`src/rtl/mvfe_pkg.sv`:
```
// Shared definitions for the multivalue field extractor: delimiter codes,
// register indexes, selector and count types, and selector helper functions.
// No dependencies.
package mvfe_pkg;

   // Default maximum record length in bytes
   localparam int unsigned MaxRecordBytesDefault = 65535;

   // Delimiter bytes, highest level first
   localparam logic [7:0] MARK_FIELD = 8'h1E;
   localparam logic [7:0] MARK_VALUE = 8'h1D;
   localparam logic [7:0] MARK_SUB   = 8'h1C;

   // Saturation value for starts, lengths and counts
   localparam logic [15:0] SAT16 = 16'hFFFF;

   // Configuration register indexes
   localparam int          CsrIndexW           = 2;
   localparam logic [1:0]  CSR_FIELD_SELECT    = 2'd0;
   localparam logic [1:0]  CSR_VALUE_SELECT    = 2'd1;
   localparam logic [1:0]  CSR_SUBVALUE_SELECT = 2'd2;

   // Selection level codes
   localparam logic [1:0] LEVEL_FIELD = 2'd1;
   localparam logic [1:0] LEVEL_VALUE = 2'd2;
   localparam logic [1:0] LEVEL_SUB   = 2'd3;

   typedef struct packed {
      logic signed [15:0] field;
      logic signed [15:0] value;
      logic signed [15:0] subvalue;
   } select_type;

   typedef struct packed {
      logic [15:0] field;
      logic [15:0] value;
      logic [15:0] subvalue;
   } count_type;

   // Deepest level that has a nonzero selector
   function automatic logic [1:0] select_level(select_type s);
      logic [1:0] lvl;
      if (s.subvalue != 16'sd0) begin
         lvl = LEVEL_SUB;
      end else if (s.value != 16'sd0) begin
         lvl = LEVEL_VALUE;
      end else begin
         lvl = LEVEL_FIELD;
      end
      return lvl;
   endfunction

   function automatic logic select_negative(select_type s);
      return s.field[15] | s.value[15] | s.subvalue[15];
   endfunction

   function automatic logic select_whole(select_type s);
      return (s.field == 16'sd0) && (s.value == 16'sd0) && (s.subvalue == 16'sd0);
   endfunction

   // True when the byte closes a part at the selected level
   function automatic logic ends_segment(logic [7:0] b, logic [1:0] lvl);
      return (b == MARK_FIELD) ||
             ((b == MARK_VALUE) && (lvl != LEVEL_FIELD)) ||
             ((b == MARK_SUB) && (lvl == LEVEL_SUB));
   endfunction

endpackage

```
`src/rtl/multivalue_field_extract.sv`:
```
// Multivalue field extractor: one record byte per request, result at record end.
// Depends on mvfe_pkg and mvfe_match.
//
// Takes a record one byte per request, split by field (0x1E), value (0x1D) and
// subvalue (0x1C) marks, and at the record's last byte (or an empty-record
// request) returns the start offset and length of the part picked by the three
// selector registers. A zero selector below the deepest nonzero one takes the
// whole part; a zero above it stands for 1. Any negative selector or an absent
// part gives start 0, length 0. One request is taken every cycle while the
// request side is not stalled; a request passes the input register, the update
// logic and the result register before its result is offered. The request side
// stalls only while a record end sits in the input register behind a stalled
// result. Bytes at or beyond MAX_RECORD_BYTES are dropped and set record_too_long,
// as does any start, length or count saturating at 65535. The user must write
// selectors through the csr port only while no record is in flight (unenforced).
module multivalue_field_extract #(
   parameter int unsigned MAX_RECORD_BYTES = mvfe_pkg::MaxRecordBytesDefault
) (
   input  logic                           clock,
   input  logic                           reset,
   // request channel
   input  logic                           req_valid,
   output logic                           req_stall,
   input  logic [7:0]                     req_data_byte,
   input  logic                           req_last_byte,
   input  logic                           req_empty_record,
   // result channel
   output logic                           rsp_valid,
   input  logic                           rsp_stall,
   output logic [15:0]                    rsp_match_start,
   output logic [15:0]                    rsp_match_length,
   output logic                           rsp_record_too_long,
   // configuration
   input  logic                           csr_write_enable,
   input  logic [mvfe_pkg::CsrIndexW-1:0] csr_index,
   input  logic [15:0]                    csr_write_data
);
   import mvfe_pkg::*;

   localparam int unsigned    PosW     = $clog2(MAX_RECORD_BYTES + 1);
   localparam logic [PosW-1:0] PosLimit = PosW'(MAX_RECORD_BYTES);

   // Saturate a byte position to 16 bits; bit 16 flags saturation
   function automatic logic [16:0] clip_pos(logic [PosW-1:0] p);
      logic [PosW+15:0] wide;
      logic             big;
      wide = {16'd0, p};
      big  = |wide[PosW+15:16];
      return {big, (big ? SAT16 : wide[15:0])};
   endfunction

   // Selector registers
   select_type select_ff;

   // Input register
   logic        in_valid_ff;
   logic [7:0]  in_byte_ff;
   logic        in_last_ff;
   logic        in_empty_ff;

   // Record state
   logic [PosW-1:0] pos_ff,       pos_in;
   count_type       count_ff,     count_in;
   logic            entered_ff,   entered_in;
   logic [15:0]     seg_start_ff, seg_start_in;
   logic [15:0]     seg_length_ff, seg_length_in;
   logic            overflow_ff,  overflow_in;

   // Result register
   logic        rsp_valid_ff,  rsp_valid_in;
   logic [15:0] rsp_start_ff,  rsp_start_in;
   logic [15:0] rsp_length_ff, rsp_length_in;
   logic        rsp_flag_ff,   rsp_flag_in;

   logic        in_is_end;
   logic        advance;
   logic        match_now;
   logic        match_end;
   logic [1:0]  level;
   logic [16:0] pos_now_clip;
   logic [16:0] pos_end_clip;

   // Handshake: the input stage moves unless a record end meets a stalled result
   assign in_is_end = in_empty_ff | in_last_ff;
   assign advance   = !in_valid_ff || !(in_is_end && rsp_valid_ff && rsp_stall);
   assign req_stall = !advance;

   assign rsp_valid           = rsp_valid_ff;
   assign rsp_match_start     = rsp_start_ff;
   assign rsp_match_length    = rsp_length_ff;
   assign rsp_record_too_long = rsp_flag_ff;

   mvfe_match u_match_now (
      .sel    (select_ff),
      .counts (count_ff),
      .hit    (match_now)
   );

   mvfe_match u_match_end (
      .sel    (select_ff),
      .counts (count_in),
      .hit    (match_end)
   );

   // Per-byte update of the record state
   always_comb begin
      level         = select_level(select_ff);
      pos_now_clip  = clip_pos(pos_ff);
      pos_in        = pos_ff;
      count_in      = count_ff;
      entered_in    = entered_ff;
      seg_start_in  = seg_start_ff;
      seg_length_in = seg_length_ff;
      overflow_in   = overflow_ff;
      if (!in_empty_ff) begin
         if (pos_ff >= PosLimit) begin
            overflow_in = 1'b1;
         end else begin
            // open the selected part at this byte
            if (!entered_ff && match_now) begin
               entered_in    = 1'b1;
               seg_start_in  = pos_now_clip[15:0];
               overflow_in   = overflow_in | pos_now_clip[16];
               seg_length_in = 16'd0;
            end
            // grow its length while inside it
            if (entered_in && match_now && !ends_segment(in_byte_ff, level)) begin
               if (seg_length_in == SAT16) begin
                  overflow_in = 1'b1;
               end else begin
                  seg_length_in = seg_length_in + 16'd1;
               end
            end
            // delimiter counts
            case (in_byte_ff)
               MARK_FIELD: begin
                  if (count_ff.field == SAT16) begin
                     overflow_in = 1'b1;
                  end else begin
                     count_in.field = count_ff.field + 16'd1;
                  end
                  count_in.value    = 16'd1;
                  count_in.subvalue = 16'd1;
               end
               MARK_VALUE: begin
                  if (count_ff.value == SAT16) begin
                     overflow_in = 1'b1;
                  end else begin
                     count_in.value = count_ff.value + 16'd1;
                  end
                  count_in.subvalue = 16'd1;
               end
               MARK_SUB: begin
                  if (count_ff.subvalue == SAT16) begin
                     overflow_in = 1'b1;
                  end else begin
                     count_in.subvalue = count_ff.subvalue + 16'd1;
                  end
               end
               default: begin
               end
            endcase
            pos_in = pos_ff + PosW'(1);
         end
      end
   end

   // Result at record end
   always_comb begin
      pos_end_clip  = clip_pos(pos_in);
      rsp_start_in  = 16'd0;
      rsp_length_in = 16'd0;
      rsp_flag_in   = overflow_in;
      if (select_negative(select_ff)) begin
         rsp_start_in  = 16'd0;
      end else if (select_whole(select_ff)) begin
         rsp_length_in = pos_end_clip[15:0];
         rsp_flag_in   = overflow_in | pos_end_clip[16];
      end else if (!entered_in && match_end) begin
         // part that starts at the record end: present but empty
         rsp_start_in  = pos_end_clip[15:0];
         rsp_flag_in   = overflow_in | pos_end_clip[16];
      end else if (entered_in) begin
         rsp_start_in  = seg_start_in;
         rsp_length_in = seg_length_in;
      end
   end

   always_comb begin
      if (in_valid_ff && in_is_end && advance) begin
         rsp_valid_in = 1'b1;
      end else if (rsp_valid_ff && !rsp_stall) begin
         rsp_valid_in = 1'b0;
      end else begin
         rsp_valid_in = rsp_valid_ff;
      end
   end

   // Control state and record state
   always_ff @(posedge clock) begin
      if (reset) begin
         select_ff     <= '0;
         in_valid_ff   <= 1'b0;
         rsp_valid_ff  <= 1'b0;
         pos_ff        <= '0;
         count_ff      <= '{field: 16'd1, value: 16'd1, subvalue: 16'd1};
         entered_ff    <= 1'b0;
         seg_start_ff  <= 16'd0;
         seg_length_ff <= 16'd0;
         overflow_ff   <= 1'b0;
      end else begin
         // selector writes
         if (csr_write_enable) begin
            case (csr_index)
               CSR_FIELD_SELECT:    select_ff.field    <= $signed(csr_write_data);
               CSR_VALUE_SELECT:    select_ff.value    <= $signed(csr_write_data);
               CSR_SUBVALUE_SELECT: select_ff.subvalue <= $signed(csr_write_data);
               default: begin
               end
            endcase
         end
         if (advance) begin
            in_valid_ff <= req_valid;
         end
         rsp_valid_ff <= rsp_valid_in;
         if (in_valid_ff && advance) begin
            if (in_is_end) begin
               pos_ff        <= '0;
               count_ff      <= '{field: 16'd1, value: 16'd1, subvalue: 16'd1};
               entered_ff    <= 1'b0;
               seg_start_ff  <= 16'd0;
               seg_length_ff <= 16'd0;
               overflow_ff   <= 1'b0;
            end else begin
               pos_ff        <= pos_in;
               count_ff      <= count_in;
               entered_ff    <= entered_in;
               seg_start_ff  <= seg_start_in;
               seg_length_ff <= seg_length_in;
               overflow_ff   <= overflow_in;
            end
         end
      end
   end

   // Payload registers
   always_ff @(posedge clock) begin
      if (advance) begin
         in_byte_ff  <= req_data_byte;
         in_last_ff  <= req_last_byte;
         in_empty_ff <= req_empty_record;
      end
      if (in_valid_ff && in_is_end && advance) begin
         rsp_start_ff  <= rsp_start_in;
         rsp_length_ff <= rsp_length_in;
         rsp_flag_ff   <= rsp_flag_in;
      end
   end

endmodule

```
`src/rtl/mvfe_match.sv`:
```
// Compares the running field/value/subvalue counts with the selectors.
// Depends on mvfe_pkg.
module mvfe_match (
   input  mvfe_pkg::select_type sel,
   input  mvfe_pkg::count_type  counts,
   output logic                 hit
);
   import mvfe_pkg::*;

   logic [1:0]  level;
   logic [15:0] field_want;
   logic [15:0] value_want;

   // A zero selector above the selected level stands for number 1
   always_comb begin
      level      = select_level(sel);
      field_want = (sel.field == 16'sd0) ? 16'd1 : $unsigned(sel.field);
      value_want = (sel.value == 16'sd0) ? 16'd1 : $unsigned(sel.value);
      hit = !select_negative(sel) && !select_whole(sel) &&
            (counts.field == field_want) &&
            ((level == LEVEL_FIELD) || (counts.value == value_want)) &&
            ((level != LEVEL_SUB) || (counts.subvalue == $unsigned(sel.subvalue)));
   end

endmodule

```
`config.mk`:
```
export PLATFORM = sky130hd
export DESIGN_NAME = multivalue_field_extract
export DESIGN_NICKNAME = d
export VERILOG_FILES = /design/src/rtl/mvfe_pkg.sv /design/src/rtl/multivalue_field_extract.sv /design/src/rtl/mvfe_match.sv
export SDC_FILE = /design/constraint.sdc
export NUM_CORES = 1
export LEC_CHECK = 0
export BUFFER_PORTS_ARGS = -buffer_cell sky130_fd_sc_hd__buf_2
export CORE_MARGIN = 1
export CORE_UTILIZATION = 45
export CTS_CLUSTER_DIAMETER = 100
export DETAILED_ROUTE_END_ITERATION = 10
export SLEW_MARGIN = 20
export SYNTH_ARGS = -nofsm -noshare
export SYNTH_HDL_FRONTEND = slang
export SYNTH_SLANG_ARGS = --single-unit
```
`constraint.sdc`:
```
create_clock -name clock -period 3.85 [get_ports clock]
set_input_delay 0.9625 -clock clock [delete_from_list [all_inputs] [get_ports clock]]
set_output_delay 0.9625 -clock clock [all_outputs]
set_load 0.01 [all_outputs]
```
; ---- Word level (Yosys, flattened, before mapping)
; Index checks and enable logic that the tools add are counted.
[word_totals]
out_inout_bits = 35
elab_cells = 146
ff_bits = 191
[classes]
magnitude_cmp = 1
eq_ne = 19
bitwise_logic = 3
n_reduce_logical = 49
addsub = 5
mux = 50
[op_table]
columns = operator, count
row1 = $mux 16, 26
row2 = $mux 48, 3
row3 = $eq 16x16->1, 6
row4 = $add 16x1->16 const B, 5
row5 = $eq 16x16->1 const B, 4
row6 = $pmux 16 s2, 2
row7 = $logic_not 16->1, 3
row8 = $reduce_bool 16->1, 2
row9 = $eq 8x5->1 const B, 3
row10 = $logic_and 1x1->1, 21
row11 = $ge 16x16->1 const B, 1
row12 = $mux 1, 16
row13 = $logic_not 1->1, 9
row14 = $logic_or 1x1->1, 7
row15 = $reduce_and 2->1, 3
row16 = $eq 2x1->1 const B, 2
row17 = $eq 2x2->1 const B, 2
row18 = $mux 2, 2
row19 = $reduce_or 2->1, 2
row20 = $or 1x1->1, 3
row21 = $pmux 1 s3, 1
row22 = $logic_not 2->1, 1
row23 = $ne 2x1->1 const B, 1
row24 = $ne 2x2->1 const B, 1
row25 = $reduce_bool 2->1, 1

; ---- Logic depth before layout (Yosys ltp)
[depth]
word_depth = 20
ltp_mapped = 18
mapped_depth_nobuf = 17

; ---- Hierarchy
; A second synthesis with hierarchy kept.
[hier_totals]
cells_unflattened = 1380
hier_area_um2 = 11217.0
[modules_own_cells]
columns = mod, instances, cells_per_inst, seq_area_each_um2, area_per_inst_um2
row1 = multivalue_field_extract, 1, 1212, 4254.1, 9873.2
row2 = mvfe_match, 2, 84, 0.0, 671.9

; ---- Least setup slack after synthesis
; No wires, ideal clock.
[synth_timing]
kind = register to register
startpoint = reg select_ff[26] in the netlist's numbering
endpoint = reg seg_length_ff[14]
required_time_ns = 3.722
n_path_buf = 0
slack_ns = -0.343
synth_period_minus_slack_ns = 4.193
setup_ns = 0.128
arrival_ns = 4.066
stages_incl_launch_ff = 18
cell_sequence = dfxtp_1 -> or4_1 -> nor4_4 -> nor2_2 -> a211o_1 -> a2111o_1 -> or2_1 -> and2_1 -> ha_1 -> and4_1 -> nand4_1 -> nand3_1 -> nor3_2 -> and3_1 -> nand3_1 -> a31o_1 -> a21oi_1 -> nor2_1
[synth_between]
elab_chain_len = 18
[synth_lines]
columns = element, line_no
row1 = "start, declared", multivalue_field_extract.sv:53  ; select_type select_ff;
row2 = "parallel branches: the longest is 14 deep, another holds $add 16x1->16", n/a
row3 = $mux 16 *, multivalue_field_extract.sv:127  ; if (entered_in && match_now && !ends_segment(in_byte_ff, level)) begin
row4 = $mux 16 *, multivalue_field_extract.sv:116  ; if (pos_ff >= PosLimit) begin
row5 = $mux 16 *, multivalue_field_extract.sv:115  ; if (!in_empty_ff) begin
row6 = $mux 16 *, multivalue_field_extract.sv:227  ; if (in_is_end) begin
row7 = "end signal, assigned", multivalue_field_extract.sv:239  ; seg_length_ff <= seg_length_in;
row8 = "end, declared", multivalue_field_extract.sv:66  ; logic [15:0] seg_length_ff, seg_length_in;
; Every way passes the cells marked *. The select of a mux whose other input is x is not followed.
; A chain may end at the register's enable or synchronous reset.

; ---- Final worst setup path
[layout_timing]
startpoint = reg select_ff[19] in the netlist's numbering
endpoint = reg seg_length_ff[14]
; Same word-level chain as after synthesis.

==> impl_results.md <==
- Final core occ: 58.4%
- Seq cells post-synth: 191
- Register area share after synthesis: 35.1%
- Cell count after synthesis: 1571
- Power Dens Cells: 287 mW/mm^2
- WP data arrival: 4280 ps
- Buffers on Ports: 67
- Via-to-Cell Ratio: 6.09
- DPL Wire Length: 33.5 mm
- Worst-margin pin slew: 1120 ps
- Inserted Clock Buffers: 17
- Hold_sp: seg_length_ff[11]
- IO Pins: 68
- Vias in the first global route: 12508
- Power Internal: 3140 uW
- Clock Latency Late Sink: 440 ps
- Status: finished with violations
- Worst setup path class: reg2reg
- Gate power share: 11.7%
- Cell Chain, Critical Path: or4_4 > nor4_4 > nor2_2 > a211o_1 > a2111o_1 > or2_4 > and2_4 > ha_4 > and4_4 > nand4_1 > nand3_2 > nor3_4 > and3_4 > nand3_4 > a31o_1 > a21oi_1 > nor2_1
- Worst r2r src: select_ff[19]
- Failing checks: DRC, setup timing
- Global Route Usage Sum: 32.1%
- Hold buffer count at CTS: 0
- Sequential Power Share: 48.0%
- DRC: 9
- Leakage: 0.00558 uW
- Crit-path max cell delay: 550 ps
- YS warnings: 0
- Hold Path Class: reg2reg
- Clock Path Buffers: 2
- Distinct cell type count after synthesis: 88
- CP Launch Point: select_ff[19]
- Slowest stage cell, crit path: or4_4
- RePlAce Congestion: 0.981
- Pre-CTS setup slack: -194 ps
- DR vias: 13004
- Pre-antenna DRT Iters: 9
- Sw Ratio: 28.4%
- Crit path required time: 4160 ps
- Post-synth EDFFs: 43
- Unrepaired setup endpoints after global routing: yes
- Die height: 166 um
- Area delta synth->final: 26.2%
- CTS Sinks: 191
- Critical Path Fanout Max: 3
- Area leader, netlist: dfxtp_1
- NetSw: 1250 uW
- Drt initial violations: 1366
- WL/cell: 20.9 um
- Root Driver: clkbuf_16
- Worst slew margin: 24.6%
- Clk_skew: 21.0 ps
- TNS Setup: -995 ps
- Die W: 166 um
- Reg2reg setup slack: -120 ps
- Post-synth top flop: dfxtp_1
- Post-synth top area share: 24.4%
- Area of the core: 0.0262 mm^2
- CTS H-tree lvls: 4
- CP endpoint kind: flop
- Die footprint: 0.0276 mm^2
- Slew Limit Fails: 0
- Clock network power share: 40.3%
- Final hold vios: 0
- Startpoint types: flop
- ANT cells: 0
- Cell Rows: 59
- Clock slew at reported path FFs: 90 ps
- Fmax: 252 MHz
- Max-cap violations: 0
- Synthesized cell area: 0.0121 mm^2
- Post-layout min period: 3970 ps
- Avg Cell Area, Syn: 7.72 um^2
- Initial Utilization: 46.3%
- Share of cells above drive strength 1: 26.3%
- Synth area leaders: dfxtp_1 (24%), edfxtp_1 (11%), a21oi_1 (6.6%)
- Layout net count: 1826
- DRT antenna net count: 0
- First-pass GRT wire length: 69.6 mm
- Syn_nets: 1609
- Ratio of final minimum period to clock period: 103%
- Grt total ovfl: 0
- Ys async rst share: 0%
- Setup violators final: 17
- Final WL: 44.6 mm
- Initial antenna violation count: 0
- Maximum VDD drop: 0.000250 V
- Pin count of the biggest net entering global routing: 58
- Final worst setup slack: -119 ps
- CTS tree: done
Yosys cell counts, types with 26 or more instances:
library cell    n
nor4_1         33
and3_1         26
xnor2_1        51
nand4_1        42
nand2_1       210
a21oi_1       161
nor3_1         42
xor2_1         45
buf_2          26
edfxtp_1       43
o21ai_0        83
clkbuf_1       92
nor2_1        147
a22oi_1        34
nand3_1        65
dfxtp_1       148
sequential cells by signal, summed over array words and instances (netlist names), 8 cells and up:
name and count:
rsp_match_length 16, pos_ff 16, count_ff 48, rsp_match_start 16, select_ff 48, seg_start_ff 16
seg_length_ff 16, in_byte_ff 8
per-stage QoR:
stage | hold slack (ps) | std cells | area [um^2] | total power (uW)
2_1_floorplan | 441 | 1571 | 12200 | 2420
3_3_place_gp | 464 | 2096 | 14300 | 2640
3_5_place_dp | 462 | 2096 | 14300 | 2640
4_1_cts | 477 | 2134 | 15100 | 4390
5_1_grt | 494 | 2136 | 15300 | 4530
6_report | 481 | 2136 | 15300 | 4390
layout by cell type (no fill, tap or decap), types with 7 or more instances in the layout:
| cell type | count |
|---|---|
| dfxtp_2 | 8 |
| inv_1 | 22 |
| nand2b_1 | 16 |
| a21oi_1 | 158 |
| nor4_2 | 7 |
| and4_1 | 8 |
| or4_1 | 9 |
| buf_2 | 66 |
| xnor2_1 | 48 |
| or3_1 | 17 |
| o22ai_2 | 10 |
| nor3b_1 | 9 |
| nand2_1 | 205 |
| nand4_1 | 42 |
| nor4_1 | 28 |
| edfxtp_1 | 43 |
| buf_4 | 254 |
| nand3_1 | 59 |
| mux2i_1 | 17 |
| nor3_1 | 39 |
| o22ai_1 | 18 |
| a22oi_1 | 34 |
| and2_1 | 7 |
| and3_1 | 22 |
| clkbuf_16 | 17 |
| dfxtp_1 | 140 |
| o211ai_1 | 8 |
| a31oi_1 | 12 |
| a311oi_1 | 9 |
| nor2_4 | 7 |
| nor2_1 | 139 |
| a21o_1 | 7 |
| xor2_1 | 45 |
| o21ai_0 | 74 |
| o21ai_1 | 9 |
critical path: cells and delay by family, from the launching register on:
family | cells | cell delay [ps]
AOI/OAI and AO/OA | 4 | 950
DFF | 1 | 320
and+or+nand+nor | 12 | 2420
adders and majority gates | 1 | 150
cell families after synthesis:
logic type,count (synthesis),share of synthesized area [%]
buffers and inverters,151,5.14
flip-flops,191,35.1
AO/OA/AOI/OAI,415,21.6
multiplexers,17,1.40
adder cells (fa/ha/maj),5,0.516
AND/OR/NAND/NOR,696,29.4
XOR/XNOR,96,6.94
area by class of cell:
cell class / instances / area (um^2)
clock buffers: 19 / 433
clock inverters: 13 / 144
fillers: 2460 / 10900
inverters: 22 / 82.6
multi-input cells: 1229 / 7610
flip-flops and latches: 191 / 4260
well taps: 335 / 419
repair buffers: 327 / 2340
layer usage:
layer  track usage, %  wire length, um  vias to the layer above
met1             42.5            19500                     6192
met4             13.7             1650                        0
met2             52.7            20900                      548
met5                0                0                        -
li1                 -                -                     6165
met3             3.93             2530                       99
power groups by stage:
stage	Sequential, uW	Clock (uW)	Combinational (uW)
after global routing	2110	1870	549
after global placement	2150	0	487
after detailed placement	2150	0	486
after floorplan	2150	0	270
after CTS	2100	1790	496
final	2100	1770	514
timing repair:
item / CTS / global route
setup buffers: 6 / 2
setup endpoints to repair: 44 / 60
hold endpoints to repair: 0 / 0
resized for setup: 24 / 59
pin swaps: 16 / 23
final timing paths:
check | endpoint | cells after the start
worst min-delay path | seg_length_ff[11] | 2
worst min register to register | seg_length_ff[11] | 2
worst max-delay path | seg_length_ff[14] | 17
worst max register to register | seg_length_ff[14] | 17
No activity file was read; power rests on OpenSTA's default activity.
